<file path="config.mk">
export PLATFORM = sky130hd
export DESIGN_NAME = calendar_date_offset_and_difference_top_flat
export DESIGN_NICKNAME = d
export VERILOG_FILES = /design/src/sv/cdo_pkg.sv /design/src/sv/cdo_if.sv /design/src/sv/cdo_year_ctr.sv /design/src/sv/cdo_accum.sv /design/src/sv/calendar_date_offset_and_difference_top.sv /design/src/flat_wrapper.sv
export SDC_FILE = /design/constraint.sdc
export NUM_CORES = 1
export LEC_CHECK = 0
export BUFFER_PORTS_ARGS = -buffer_cell sky130_fd_sc_hd__buf_4
export CORE_MARGIN = 2
export CORE_UTILIZATION = 40
export DETAILED_ROUTE_END_ITERATION = 16
export HOLD_SLACK_MARGIN = 0.02
export PLACE_DENSITY = 0.61
export SYNTH_ARGS = -nofsm -noshare
export SYNTH_HDL_FRONTEND = slang
export SYNTH_HIERARCHICAL = 1
export SYNTH_SLANG_ARGS = --single-unit
</file>
<file path="constraint.sdc">
create_clock -name clk_i -period 5 [get_ports clk_i]
set_input_delay 0.25 -clock clk_i [delete_from_list [all_inputs] [get_ports clk_i]]
set_output_delay 0.25 -clock clk_i [all_outputs]
set_load 0.005 [all_outputs]
</file>
<file path="src/sv/cdo_pkg.sv">
package cdo_pkg;

  localparam int BASE_YEAR     = 1900;
  localparam int YEAR_SPAN_DEF = 256;

  localparam int REQ_W   = 2;
  localparam int DAY_W   = 5;
  localparam int MONTH_W = 4;
  localparam int YEAR_W  = 12;
  localparam int OFF_W   = 17;
  localparam int DIFF_W  = 18;
  localparam int WD_W    = 3;
  localparam int YD_W    = 9;
  localparam int ERR_W   = 2;

  typedef enum logic [REQ_W-1:0] {
    REQ_ADD  = 2'd0,
    REQ_SUB  = 2'd1,
    REQ_DIFF = 2'd2
  } req_e;

  typedef enum logic [ERR_W-1:0] {
    ERR_NONE = 2'd0,
    ERR_DATE = 2'd1,
    ERR_SPAN = 2'd2
  } err_e;

  typedef enum logic [1:0] {
    ACC_HOLD = 2'd0,
    ACC_CLR  = 2'd1,
    ACC_ADD  = 2'd2,
    ACC_SUB  = 2'd3
  } acc_op_e;

  // Control word from the sequencer to the shared accumulator.
  typedef struct packed {
    acc_op_e         op;
    logic            clr_stats;
    logic            wd_en;
    logic            yd_en;
    logic [WD_W-1:0] wd_add;
    logic [YD_W-1:0] yd_add;
  } acc_ctrl_t;

  function automatic logic [DAY_W-1:0] month_len(input logic leap,
                                                 input logic [MONTH_W-1:0] m);
    logic [DAY_W-1:0] len;
    case (m)
      4'd1, 4'd3, 4'd5, 4'd7, 4'd8, 4'd10, 4'd12: len = 5'd31;
      4'd4, 4'd6, 4'd9, 4'd11:                    len = 5'd30;
      4'd2:                                       len = leap ? 5'd29 : 5'd28;
      default:                                    len = 5'd0;
    endcase
    return len;
  endfunction

  function automatic logic [YD_W-1:0] year_len(input logic leap);
    return leap ? 9'd366 : 9'd365;
  endfunction

  // Since 8 is 1 modulo 7, the octal digits can be summed before one correction.
  function automatic logic [WD_W-1:0] mod7_small(input logic [DAY_W-1:0] v);
    logic [3:0] s;
    s = {2'b00, v[4:3]} + {1'b0, v[2:0]};
    if (s >= 4'd7) begin
      s = s - 4'd7;
    end
    return s[WD_W-1:0];
  endfunction

endpackage

</file>
<file path="src/sv/cdo_if.sv">
interface cdo_req_if;
  logic                          valid;
  logic                          ready;
  logic [cdo_pkg::REQ_W-1:0]     req_type;
  logic [cdo_pkg::DAY_W-1:0]     day_a;
  logic [cdo_pkg::MONTH_W-1:0]   month_a;
  logic [cdo_pkg::YEAR_W-1:0]    year_a;
  logic [cdo_pkg::DAY_W-1:0]     day_b;
  logic [cdo_pkg::MONTH_W-1:0]   month_b;
  logic [cdo_pkg::YEAR_W-1:0]    year_b;
  logic [cdo_pkg::OFF_W-1:0]     offset_days;

  modport source (output valid, req_type, day_a, month_a, year_a, day_b, month_b,
                  year_b, offset_days, input ready);
  modport sink (input valid, req_type, day_a, month_a, year_a, day_b, month_b,
                year_b, offset_days, output ready);
endinterface

interface cdo_rsp_if;
  logic                               valid;
  logic                               ready;
  logic [cdo_pkg::DAY_W-1:0]          res_day;
  logic [cdo_pkg::MONTH_W-1:0]        res_month;
  logic [cdo_pkg::YEAR_W-1:0]         res_year;
  logic signed [cdo_pkg::DIFF_W-1:0]  day_difference;
  logic [cdo_pkg::WD_W-1:0]           week_day;
  logic [cdo_pkg::YD_W-1:0]           year_day;
  logic [cdo_pkg::ERR_W-1:0]          error;

  modport source (output valid, res_day, res_month, res_year, day_difference, week_day,
                  year_day, error, input ready);
  modport sink (input valid, res_day, res_month, res_year, day_difference, week_day,
                year_day, error, output ready);
endinterface

</file>
<file path="src/sv/cdo_year_ctr.sv">
module cdo_year_ctr (
  input  logic                         clk_i,
  input  logic                         rst_ni,
  input  logic                         clr_i,
  input  logic                         step_i,
  output logic [cdo_pkg::YEAR_W-1:0]   year_o,
  output logic                         leap_o
);

  localparam logic [cdo_pkg::YEAR_W-1:0] YearInit = cdo_pkg::YEAR_W'(cdo_pkg::BASE_YEAR);
  localparam logic [1:0] C4Init   = 2'(cdo_pkg::BASE_YEAR % 4);
  localparam logic [6:0] C100Init = 7'(cdo_pkg::BASE_YEAR % 100);
  localparam logic [8:0] C400Init = 9'(cdo_pkg::BASE_YEAR % 400);

  logic [cdo_pkg::YEAR_W-1:0] year_q, year_d;
  logic [1:0] c4_q, c4_d;
  logic [6:0] c100_q, c100_d;
  logic [8:0] c400_q, c400_d;

  // Residues of the year modulo 4, 100 and 400 run alongside the year itself.
  always_comb begin
    year_d = year_q;
    c4_d   = c4_q;
    c100_d = c100_q;
    c400_d = c400_q;
    if (clr_i) begin
      year_d = YearInit;
      c4_d   = C4Init;
      c100_d = C100Init;
      c400_d = C400Init;
    end else if (step_i) begin
      year_d = year_q + 1'b1;
      c4_d   = c4_q + 1'b1;
      c100_d = (c100_q == 7'd99) ? 7'd0 : c100_q + 1'b1;
      c400_d = (c400_q == 9'd399) ? 9'd0 : c400_q + 1'b1;
    end
  end

  always_ff @(posedge clk_i or negedge rst_ni) begin
    if (!rst_ni) begin
      year_q <= YearInit;
      c4_q   <= C4Init;
      c100_q <= C100Init;
      c400_q <= C400Init;
    end else begin
      year_q <= year_d;
      c4_q   <= c4_d;
      c100_q <= c100_d;
      c400_q <= c400_d;
    end
  end

  assign year_o = year_q;
  assign leap_o = (c4_q == 2'd0) && ((c100_q != 7'd0) || (c400_q == 9'd0));

endmodule

</file>
<file path="src/sv/cdo_accum.sv">
module cdo_accum #(
  parameter int AccW = 21
) (
  input  logic                          clk_i,
  input  logic                          rst_ni,
  input  cdo_pkg::acc_ctrl_t            ctrl_i,
  input  logic signed [AccW-1:0]        operand_i,
  output logic signed [AccW-1:0]        acc_o,
  output logic [cdo_pkg::WD_W-1:0]      wd_o,
  output logic [cdo_pkg::YD_W-1:0]      yd_o
);

  logic signed [AccW-1:0]       acc_q, acc_d;
  logic [cdo_pkg::WD_W-1:0]     wd_q, wd_d;
  logic [cdo_pkg::YD_W-1:0]     yd_q, yd_d;
  logic [cdo_pkg::WD_W:0]       wd_sum;

  always_comb begin
    unique case (ctrl_i.op)
      cdo_pkg::ACC_HOLD: acc_d = acc_q;
      cdo_pkg::ACC_CLR:  acc_d = '0;
      cdo_pkg::ACC_ADD:  acc_d = acc_q + operand_i;
      cdo_pkg::ACC_SUB:  acc_d = acc_q - operand_i;
      default:           acc_d = acc_q;
    endcase
  end

  // The weekday is kept as the running day count modulo 7.
  always_comb begin
    wd_sum = {1'b0, wd_q} + {1'b0, ctrl_i.wd_add};
    if (wd_sum >= 4'd7) begin
      wd_sum = wd_sum - 4'd7;
    end
    wd_d = wd_q;
    yd_d = yd_q;
    if (ctrl_i.clr_stats) begin
      wd_d = '0;
      yd_d = '0;
    end else begin
      if (ctrl_i.wd_en) begin
        wd_d = wd_sum[cdo_pkg::WD_W-1:0];
      end
      if (ctrl_i.yd_en) begin
        yd_d = yd_q + ctrl_i.yd_add;
      end
    end
  end

  always_ff @(posedge clk_i or negedge rst_ni) begin
    if (!rst_ni) begin
      acc_q <= '0;
      wd_q  <= '0;
      yd_q  <= '0;
    end else begin
      acc_q <= acc_d;
      wd_q  <= wd_d;
      yd_q  <= yd_d;
    end
  end

  assign acc_o = acc_q;
  assign wd_o  = wd_q;
  assign yd_o  = yd_q;

endmodule

</file>
<file path="src/sv/calendar_date_offset_and_difference_top.sv">
// Channel  Modport        Direction  Payload
// req_i    sink           in         req_type, day_a..year_a, day_b..year_b, offset_days
// rsp_o    source         out        res_day, res_month, res_year, day_difference,
//                                    week_day, year_day, error
//
// One item at a time. A move walks the years past 1900 and the months of its date,
// adds the offset, and walks years and months again to find the result; a difference
// walks the years and months of both dates. All walks go through the single shared
// add/subtract accumulator. Reset is asynchronous and needs no clearing pass.
// req_i.ready is high only while the sequencer is idle; a finished result waits in
// the output register and does not hold up the next item, but the next result waits
// until that one is taken.
module calendar_date_offset_and_difference_top #(
  parameter int YEAR_SPAN = cdo_pkg::YEAR_SPAN_DEF
) (
  input  logic       clk_i,
  input  logic       rst_ni,
  cdo_req_if.sink    req_i,
  cdo_rsp_if.source  rsp_o
);

  localparam int LastYear = cdo_pkg::BASE_YEAR + YEAR_SPAN - 1;
  localparam int FirstPrev = cdo_pkg::BASE_YEAR - 1;
  localparam int LeapCnt = (LastYear / 4 - LastYear / 100 + LastYear / 400)
                         - (FirstPrev / 4 - FirstPrev / 100 + FirstPrev / 400);
  localparam int LastDay = 365 * YEAR_SPAN + LeapCnt;
  localparam int DnW = $clog2(LastDay + 1);
  localparam int AccW = ((DnW > cdo_pkg::OFF_W) ? DnW : cdo_pkg::OFF_W) + 2;
  localparam logic signed [AccW-1:0] LastDayS = AccW'(LastDay);
  localparam logic signed [AccW-1:0] OneS = AccW'(1);
  localparam logic [cdo_pkg::YEAR_W-1:0] YearFirst = cdo_pkg::YEAR_W'(cdo_pkg::BASE_YEAR);
  localparam logic [cdo_pkg::YEAR_W-1:0] YearEnd =
    cdo_pkg::YEAR_W'(cdo_pkg::BASE_YEAR + YEAR_SPAN);

  typedef enum logic [8:0] {
    S_IDLE   = 9'b000000001,
    S_CHECK  = 9'b000000010,
    S_YEARS  = 9'b000000100,
    S_MONTHS = 9'b000001000,
    S_OFFSET = 9'b000010000,
    S_RANGE  = 9'b000100000,
    S_DYEAR  = 9'b001000000,
    S_DMONTH = 9'b010000000,
    S_DONE   = 9'b100000000
  } state_e;

  state_e state_q, state_d;

  logic [cdo_pkg::REQ_W-1:0]   req_q;
  logic [cdo_pkg::DAY_W-1:0]   da_q, db_q;
  logic [cdo_pkg::MONTH_W-1:0] ma_q, mb_q;
  logic [cdo_pkg::YEAR_W-1:0]  ya_q, yb_q;
  logic [cdo_pkg::OFF_W-1:0]   off_q;

  logic                        sel_b_q, sel_b_d;
  logic [cdo_pkg::MONTH_W-1:0] mi_q, mi_d;
  logic [cdo_pkg::ERR_W-1:0]   err_q, err_d;
  logic                        out_valid_q, out_valid_d;
  logic                        out_load;

  logic [cdo_pkg::DAY_W-1:0]          out_day_q;
  logic [cdo_pkg::MONTH_W-1:0]        out_month_q;
  logic [cdo_pkg::YEAR_W-1:0]         out_year_q;
  logic signed [cdo_pkg::DIFF_W-1:0]  out_diff_q;
  logic [cdo_pkg::WD_W-1:0]           out_wd_q;
  logic [cdo_pkg::YD_W-1:0]           out_yd_q;
  logic [cdo_pkg::ERR_W-1:0]          out_err_q;

  logic                        in_fire;
  logic [cdo_pkg::DAY_W-1:0]   cur_d;
  logic [cdo_pkg::MONTH_W-1:0] cur_m;
  logic [cdo_pkg::YEAR_W-1:0]  cur_y;
  logic                        ok_a, ok_b, req_ok;

  cdo_pkg::acc_ctrl_t          ctrl;
  logic signed [AccW-1:0]      operand;
  logic signed [AccW-1:0]      acc;
  logic [cdo_pkg::WD_W-1:0]    wd;
  logic [cdo_pkg::YD_W-1:0]    yd;
  logic                        ystep, yclr;
  logic [cdo_pkg::YEAR_W-1:0]  cy;
  logic                        leap;
  logic [cdo_pkg::YD_W-1:0]    yl;
  logic [cdo_pkg::DAY_W-1:0]   ml, cur_ml;

  cdo_year_ctr u_year_ctr (
    .clk_i  (clk_i),
    .rst_ni (rst_ni),
    .clr_i  (yclr),
    .step_i (ystep),
    .year_o (cy),
    .leap_o (leap)
  );

  cdo_accum #(
    .AccW (AccW)
  ) u_accum (
    .clk_i     (clk_i),
    .rst_ni    (rst_ni),
    .ctrl_i    (ctrl),
    .operand_i (operand),
    .acc_o     (acc),
    .wd_o      (wd),
    .yd_o      (yd)
  );

  assign in_fire     = req_i.valid && req_i.ready;
  assign req_i.ready = (state_q == S_IDLE);

  assign cur_d = sel_b_q ? db_q : da_q;
  assign cur_m = sel_b_q ? mb_q : ma_q;
  assign cur_y = sel_b_q ? yb_q : ya_q;

  // Coarse checks; the day against the month length waits for the leap flag.
  assign ok_a = (ya_q >= YearFirst) && (ya_q < YearEnd) && (ma_q >= 4'd1) &&
                (ma_q <= 4'd12) && (da_q != '0);
  assign ok_b = (yb_q >= YearFirst) && (yb_q < YearEnd) && (mb_q >= 4'd1) &&
                (mb_q <= 4'd12) && (db_q != '0);

  always_comb begin
    case (req_q)
      cdo_pkg::REQ_ADD, cdo_pkg::REQ_SUB: req_ok = ok_a;
      cdo_pkg::REQ_DIFF:                  req_ok = ok_a && ok_b;
      default:                            req_ok = 1'b0;
    endcase
  end

  assign yl     = cdo_pkg::year_len(leap);
  assign ml     = cdo_pkg::month_len(leap, mi_q);
  assign cur_ml = cdo_pkg::month_len(leap, cur_m);

  always_comb begin
    state_d  = state_q;
    sel_b_d  = sel_b_q;
    mi_d     = mi_q;
    err_d    = err_q;
    ystep    = 1'b0;
    yclr     = 1'b0;
    out_load = 1'b0;
    operand  = '0;
    ctrl     = '{op: cdo_pkg::ACC_HOLD, clr_stats: 1'b0, wd_en: 1'b0, yd_en: 1'b0,
                 wd_add: '0, yd_add: '0};

    unique case (state_q)
      S_IDLE: begin
        if (in_fire) begin
          err_d   = cdo_pkg::ERR_NONE;
          state_d = S_CHECK;
        end
      end
      S_CHECK: begin
        if (!req_ok) begin
          err_d   = cdo_pkg::ERR_DATE;
          state_d = S_DONE;
        end else begin
          ctrl.op        = cdo_pkg::ACC_CLR;
          ctrl.clr_stats = 1'b1;
          yclr           = 1'b1;
          sel_b_d        = 1'b0;
          state_d        = S_YEARS;
        end
      end
      // Date b is walked with subtraction so the accumulator ends at a minus b.
      S_YEARS: begin
        if (cy != cur_y) begin
          ctrl.op     = sel_b_q ? cdo_pkg::ACC_SUB : cdo_pkg::ACC_ADD;
          operand     = AccW'(yl);
          ctrl.wd_en  = !sel_b_q;
          ctrl.wd_add = leap ? 3'd2 : 3'd1;
          ystep       = 1'b1;
        end else if (cur_d > cur_ml) begin
          err_d   = cdo_pkg::ERR_DATE;
          state_d = S_DONE;
        end else begin
          mi_d    = 4'd1;
          state_d = S_MONTHS;
        end
      end
      S_MONTHS: begin
        ctrl.op    = sel_b_q ? cdo_pkg::ACC_SUB : cdo_pkg::ACC_ADD;
        ctrl.wd_en = !sel_b_q;
        ctrl.yd_en = !sel_b_q;
        if (mi_q != cur_m) begin
          operand     = AccW'(ml);
          ctrl.wd_add = cdo_pkg::mod7_small(ml);
          ctrl.yd_add = cdo_pkg::YD_W'(ml);
          mi_d        = mi_q + 1'b1;
        end else begin
          operand     = AccW'(cur_d);
          ctrl.wd_add = cdo_pkg::mod7_small(cur_d);
          ctrl.yd_add = cdo_pkg::YD_W'(cur_d);
          if (req_q == cdo_pkg::REQ_DIFF) begin
            if (!sel_b_q) begin
              sel_b_d = 1'b1;
              yclr    = 1'b1;
              state_d = S_YEARS;
            end else begin
              state_d = S_DONE;
            end
          end else begin
            state_d = S_OFFSET;
          end
        end
      end
      S_OFFSET: begin
        ctrl.op = (req_q == cdo_pkg::REQ_SUB) ? cdo_pkg::ACC_SUB : cdo_pkg::ACC_ADD;
        operand = AccW'(off_q);
        state_d = S_RANGE;
      end
      S_RANGE: begin
        if ((acc < OneS) || (acc > LastDayS)) begin
          err_d   = cdo_pkg::ERR_SPAN;
          state_d = S_DONE;
        end else begin
          ctrl.clr_stats = 1'b1;
          yclr           = 1'b1;
          state_d        = S_DYEAR;
        end
      end
      S_DYEAR: begin
        operand = AccW'(yl);
        if (acc > operand) begin
          ctrl.op     = cdo_pkg::ACC_SUB;
          ctrl.wd_en  = 1'b1;
          ctrl.wd_add = leap ? 3'd2 : 3'd1;
          ystep       = 1'b1;
        end else begin
          mi_d    = 4'd1;
          state_d = S_DMONTH;
        end
      end
      S_DMONTH: begin
        operand    = AccW'(ml);
        ctrl.wd_en = 1'b1;
        ctrl.yd_en = 1'b1;
        if ((mi_q < 4'd12) && (acc > operand)) begin
          ctrl.op     = cdo_pkg::ACC_SUB;
          ctrl.wd_add = cdo_pkg::mod7_small(ml);
          ctrl.yd_add = cdo_pkg::YD_W'(ml);
          mi_d        = mi_q + 1'b1;
        end else begin
          // What is left in the accumulator is the day of the month.
          ctrl.wd_add = cdo_pkg::mod7_small(acc[cdo_pkg::DAY_W-1:0]);
          ctrl.yd_add = cdo_pkg::YD_W'(acc[cdo_pkg::DAY_W-1:0]);
          state_d     = S_DONE;
        end
      end
      S_DONE: begin
        if (!out_valid_q || rsp_o.ready) begin
          out_load = 1'b1;
          state_d  = S_IDLE;
        end
      end
      default: begin
        state_d = S_IDLE;
      end
    endcase
  end

  always_comb begin
    out_valid_d = out_valid_q;
    if (out_load) begin
      out_valid_d = 1'b1;
    end else if (rsp_o.ready) begin
      out_valid_d = 1'b0;
    end
  end

  always_ff @(posedge clk_i or negedge rst_ni) begin
    if (!rst_ni) begin
      state_q     <= S_IDLE;
      sel_b_q     <= 1'b0;
      mi_q        <= '0;
      err_q       <= cdo_pkg::ERR_NONE;
      out_valid_q <= 1'b0;
    end else begin
      state_q     <= state_d;
      sel_b_q     <= sel_b_d;
      mi_q        <= mi_d;
      err_q       <= err_d;
      out_valid_q <= out_valid_d;
    end
  end

  always_ff @(posedge clk_i) begin
    if (in_fire) begin
      req_q <= req_i.req_type;
      da_q  <= req_i.day_a;
      ma_q  <= req_i.month_a;
      ya_q  <= req_i.year_a;
      db_q  <= req_i.day_b;
      mb_q  <= req_i.month_b;
      yb_q  <= req_i.year_b;
      off_q <= req_i.offset_days;
    end
  end

  always_ff @(posedge clk_i) begin
    if (out_load) begin
      out_day_q   <= '0;
      out_month_q <= '0;
      out_year_q  <= '0;
      out_diff_q  <= '0;
      out_wd_q    <= '0;
      out_yd_q    <= '0;
      out_err_q   <= err_q;
      if (err_q == cdo_pkg::ERR_NONE) begin
        out_wd_q <= wd;
        out_yd_q <= yd;
        if (req_q == cdo_pkg::REQ_DIFF) begin
          out_diff_q <= acc[cdo_pkg::DIFF_W-1:0];
        end else begin
          out_day_q   <= acc[cdo_pkg::DAY_W-1:0];
          out_month_q <= mi_q;
          out_year_q  <= cy;
        end
      end
    end
  end

  assign rsp_o.valid          = out_valid_q;
  assign rsp_o.res_day        = out_day_q;
  assign rsp_o.res_month      = out_month_q;
  assign rsp_o.res_year       = out_year_q;
  assign rsp_o.day_difference = out_diff_q;
  assign rsp_o.week_day       = out_wd_q;
  assign rsp_o.year_day       = out_yd_q;
  assign rsp_o.error          = out_err_q;

endmodule

</file>
<file path="src/flat_wrapper.sv">
// flat-port wrapper written by rule: the top's interface ports become plain ports
module calendar_date_offset_and_difference_top_flat 
#(
  parameter int YEAR_SPAN = cdo_pkg::YEAR_SPAN_DEF
)
  (clk_i, rst_ni, req_i_valid, req_i_req_type, req_i_day_a, req_i_month_a, req_i_year_a, req_i_day_b, req_i_month_b, req_i_year_b, req_i_offset_days, req_i_ready, rsp_o_valid, rsp_o_res_day, rsp_o_res_month, rsp_o_res_year, rsp_o_day_difference, rsp_o_week_day, rsp_o_year_day, rsp_o_error, rsp_o_ready);
  cdo_req_if req_i_i ();
  cdo_rsp_if rsp_o_i ();
  input  logic clk_i;
  input  logic rst_ni;
  input wire logic [$bits(req_i_i.valid)-1:0] req_i_valid;
  input wire logic [$bits(req_i_i.req_type)-1:0] req_i_req_type;
  input wire logic [$bits(req_i_i.day_a)-1:0] req_i_day_a;
  input wire logic [$bits(req_i_i.month_a)-1:0] req_i_month_a;
  input wire logic [$bits(req_i_i.year_a)-1:0] req_i_year_a;
  input wire logic [$bits(req_i_i.day_b)-1:0] req_i_day_b;
  input wire logic [$bits(req_i_i.month_b)-1:0] req_i_month_b;
  input wire logic [$bits(req_i_i.year_b)-1:0] req_i_year_b;
  input wire logic [$bits(req_i_i.offset_days)-1:0] req_i_offset_days;
  output wire logic [$bits(req_i_i.ready)-1:0] req_i_ready;
  output wire logic [$bits(rsp_o_i.valid)-1:0] rsp_o_valid;
  output wire logic [$bits(rsp_o_i.res_day)-1:0] rsp_o_res_day;
  output wire logic [$bits(rsp_o_i.res_month)-1:0] rsp_o_res_month;
  output wire logic [$bits(rsp_o_i.res_year)-1:0] rsp_o_res_year;
  output wire logic [$bits(rsp_o_i.day_difference)-1:0] rsp_o_day_difference;
  output wire logic [$bits(rsp_o_i.week_day)-1:0] rsp_o_week_day;
  output wire logic [$bits(rsp_o_i.year_day)-1:0] rsp_o_year_day;
  output wire logic [$bits(rsp_o_i.error)-1:0] rsp_o_error;
  input wire logic [$bits(rsp_o_i.ready)-1:0] rsp_o_ready;
  assign req_i_i.valid = req_i_valid;
  assign req_i_i.req_type = req_i_req_type;
  assign req_i_i.day_a = req_i_day_a;
  assign req_i_i.month_a = req_i_month_a;
  assign req_i_i.year_a = req_i_year_a;
  assign req_i_i.day_b = req_i_day_b;
  assign req_i_i.month_b = req_i_month_b;
  assign req_i_i.year_b = req_i_year_b;
  assign req_i_i.offset_days = req_i_offset_days;
  assign req_i_ready = req_i_i.ready;
  assign rsp_o_valid = rsp_o_i.valid;
  assign rsp_o_res_day = rsp_o_i.res_day;
  assign rsp_o_res_month = rsp_o_i.res_month;
  assign rsp_o_res_year = rsp_o_i.res_year;
  assign rsp_o_day_difference = rsp_o_i.day_difference;
  assign rsp_o_week_day = rsp_o_i.week_day;
  assign rsp_o_year_day = rsp_o_i.year_day;
  assign rsp_o_error = rsp_o_i.error;
  assign rsp_o_i.ready = rsp_o_ready;
  calendar_date_offset_and_difference_top #(.YEAR_SPAN(YEAR_SPAN)) u_core (.clk_i(clk_i), .rst_ni(rst_ni), .req_i(req_i_i), .rsp_o(rsp_o_i));
endmodule
</file>
==> impl_metrics.env <==
export IMPL_cp_arrival_ns=5.18
export IMPL_period_needed_ns=4.83
export IMPL_crit_chain="buf_12 -> mux2i_1 -> xnor2_1 -> nor4_1 -> a31o_2 -> and2_2 -> nand4_1 -> or3_4 -> or4_4 -> nand2b_4 -> nand2b_4 -> o21ai_1 -> xor2_1 -> ha_1 -> a21o_1 -> a21oi_1 -> o21bai_1 -> or4_1 -> o211ai_1"
export IMPL_cp_max_fo=12
export IMPL_num_rows=61
export IMPL_outcome="finished, final reports clean"
export IMPL_wire_per_inst_um=16.4
export IMPL_grt_usage_pct=19.0
export IMPL_crit_start="u_core/sel_b_q$_DFFE_PN0P_"
export IMPL_critPathMaxStageDelay_ns=0.50
export IMPL_gr_total_overflow=0
export IMPL_fin_util_pct=53.0
export IMPL_antenna_left=0
export IMPL_routed_wl_um=28500
export IMPL_synth_area_top_cells="edfxtp_1 30%, dfrtp_1 15%, ha_1 6.6%, mux2i_1 3.2%, xnor2_1 3.0%"
export IMPL_slowest_stage="or4_1"
export IMPL_root_buffer="clkbuf_16"
export IMPL_period_share_pct=96.5
export IMPL_stdcell_count=1738
export IMPL_cp_start_kind="flip-flop"
export IMPL_ys_flop_type="edfxtp_1"
export IMPL_cts_sinks=192
export IMPL_fmax_ghz=0.207
export IMPL_hold_class="input port to flip-flop"
export IMPL_wl_met3_um=1370
export IMPL_cpMostUsedCell="nand2b_4"
export IMPL_grt_max_degree=52
export IMPL_vias_per_cell=5.34
export IMPL_grt_setup_unrepaired="true"
export IMPL_h_tree_depth=4
export IMPL_met1Wirelength_um=13500
export IMPL_yosysMostFrequentCell="edfxtp_1"
export IMPL_synthCells=1080
export IMPL_place_inst=1630
export IMPL_ys_top_cells_by_count="114 x edfxtp_1, 82 x nand2_1, 79 x nor2_1"
export IMPL_relSlewSlack_pct=16.1
export IMPL_hold_path_startpoint="rsp_o_ready"
export IMPL_rr_startpoint="u_core/sel_b_q$_DFFE_PN0P_"
export IMPL_path_clk_slew_ns=0.08
export IMPL_finalHoldViolCount=0
export IMPL_leakagePower_nw=6.24
export IMPL_first_pass_iters=7
export IMPL_gp_congestion=0.911
export IMPL_vias=9280
export IMPL_synth_seq_area_share_pct=47.4
export IMPL_path_class="flip-flop to flip-flop"
export IMPL_setup_viol=0
export IMPL_syn_to_final_growth_pct=29.9
export IMPL_pin_count=120
export IMPL_ctsLongestPathBuffers=2
export IMPL_clock_skew_ns=0.0155
export IMPL_fill_cells=2480
export IMPL_worstSetupEndpointType="flip-flop"
export IMPL_maxCapViolCount=0
export IMPL_hpwlAfterDp_um=20900
export IMPL_cts_tree="done"
export IMPL_die_w_um=173
export IMPL_clock_latency_ns=0.44
export IMPL_vdd_ir_drop_worst_uv=203
export IMPL_drive_gt1_share_pct=24.6
export IMPL_syn_cell_area_um2=11400
export IMPL_ys_ff_latch=192
export IMPL_synth_distinct_cells=93
export IMPL_wl_met2_um=13200
export IMPL_synth_top_area_share_pct=30.1
export IMPL_synth_edf_count=114
export IMPL_yosysTopAreaCell="edfxtp_1"
export IMPL_ys_async_sr_fraction_pct=40.6
export IMPL_worstMarginPinSlew_ns=1.26
export IMPL_dieArea_um2=29800
export IMPL_required_ns=5.36
export IMPL_antenna_cells=0
export IMPL_coreArea_um2=27900
export IMPL_io_buffers=119
export IMPL_yosysWarnings=6
export IMPL_cts_buffers_inserted=17
export IMPL_drtIter0Drc=517
export IMPL_nets=1477
export IMPL_avgSynthCellArea_um2=10.5
export IMPL_reg2reg_slack_ns=0.17
export IMPL_dr_max_layer_used="met4"
export IMPL_final_max_slew_viol_count=0
export IMPL_drc=0
export IMPL_grt_first_pass_wirelength_um=45900
export IMPL_dieHeight_um=173
export IMPL_antenna_found_initial=0
export IMPL_grt_pass1_vias=8917
export IMPL_tns_ns=0
export IMPL_finalPower_mw=4.85
export IMPL_initial_core_util_pct=40.8
export IMPL_power_density_nw_per_um2=329
## registers in the layout (all words and copies together) (netlist names), 12 cells and up
name and flops:
u_core/yb_q 12, u_core/off_q 17, u_core/rsp_o.day_difference 18, u_core/u_accum/acc_o 19
u_core/ya_q 12, u_core/rsp_o.res_year 12, u_core/u_year_ctr/year_o 12
## stage by stage
step	setup slack, ns	hold slack, ns	cell area, um^2
2_1_floorplan	0.0152	-0.0456	11400
3_3_place_gp	-0.0813	0.217	13300
3_5_place_dp	-0.114	0.216	13300
4_1_cts	0.0182	0.139	14500
5_1_grt	-0.0742	0.167	14800
6_report	0.174	0.162	14800
## worst max-delay path, delay by kind of cell (launching register included)
family / cells / cell delay (ns)
and+or+nand+nor: 8 / 2.40
AOI/OAI and AO/OA: 6 / 0.98
DFF: 1 / 0.42
adders and majority gates: 1 / 0.28
xor gates and xnor gates: 2 / 0.25
muxes: 1 / 0.24
buffers and inverters: 1 / 0.16
## cell families after synthesis
group	after synthesis	synth area share, %
and+or+nand+nor	408	19.8
AOI/OAI and AO/OA	222	13.4
DFF	192	47.4
buffers and inverters	87	3.27
adders and majority gates	65	7.48
xor gates and xnor gates	61	4.70
muxes	44	3.96
other	1	0.0330
## report_power, final
| group | switching (mW) | internal [mW] |
|---|---|---|
| clock network | 0.722 | 0.696 |
| logic | 0.715 | 0.592 |
| registers | 0.167 | 1.96 |
## final cells by class
cell class                 count  area (um^2)  area share (%)
sequential                   192         5390            36.5
clock buffer                  17          425            2.88
inverter                      49          184            1.24
timing repair buffer         279         2280            15.4
multi-input combinational    808         5820            39.4
clock inverter                15          198            1.34
tap                          378          473            3.20
## layer usage
metal,global-route usage [%],vias up
met5,0,-
met1,26.5,4433
li1,-,4570
met2,30.2,241
met4,6.37,0
met3,2.99,36
## cell usage in the layout, fill, tap and decap left out, types with 17 or more instances in the layout
cell type	instances
dlygate4sd3_1	62
nand3_1	27
and3_1	47
xnor2_1	39
mux2i_1	31
nor4_1	20
o21ai_0	38
edfxtp_1	114
and2_1	21
buf_4	214
xor2_1	22
nor3_1	24
ha_1	60
nor2_1	75
dfrtp_1	64
clkbuf_16	17
inv_1	49
nand2_1	80
a21oi_1	38
## timing repair
item	CTS	global route
pin swaps	0	22
gates resized for setup	8	38
hold buffers	62	0
setup buffers	0	14
cloned	0	0
endpoints found under the hold margin	82	0
setup endpoints to repair	7	18
## worst paths after layout
kind	endpoint	depth (start not counted)
worst max-delay path	u_core/u_accum/acc_o[18]$_DFFE_PN0P_	19
worst min-delay path	u_core/rsp_o.valid$_DFFE_PN0P_	3
worst max register to register	u_core/u_accum/acc_o[18]$_DFFE_PN0P_	19
worst min register to register	u_core/rsp_o.error[0]$_DFFE_PP_	0
max in group asynchronous	u_core/u_accum/acc_o[16]$_DFFE_PN0P_	3
min in group asynchronous	u_core/u_year_ctr/year_o[7]$_DFFE_PN0P_	2
(Power assumes the default switching activity.)
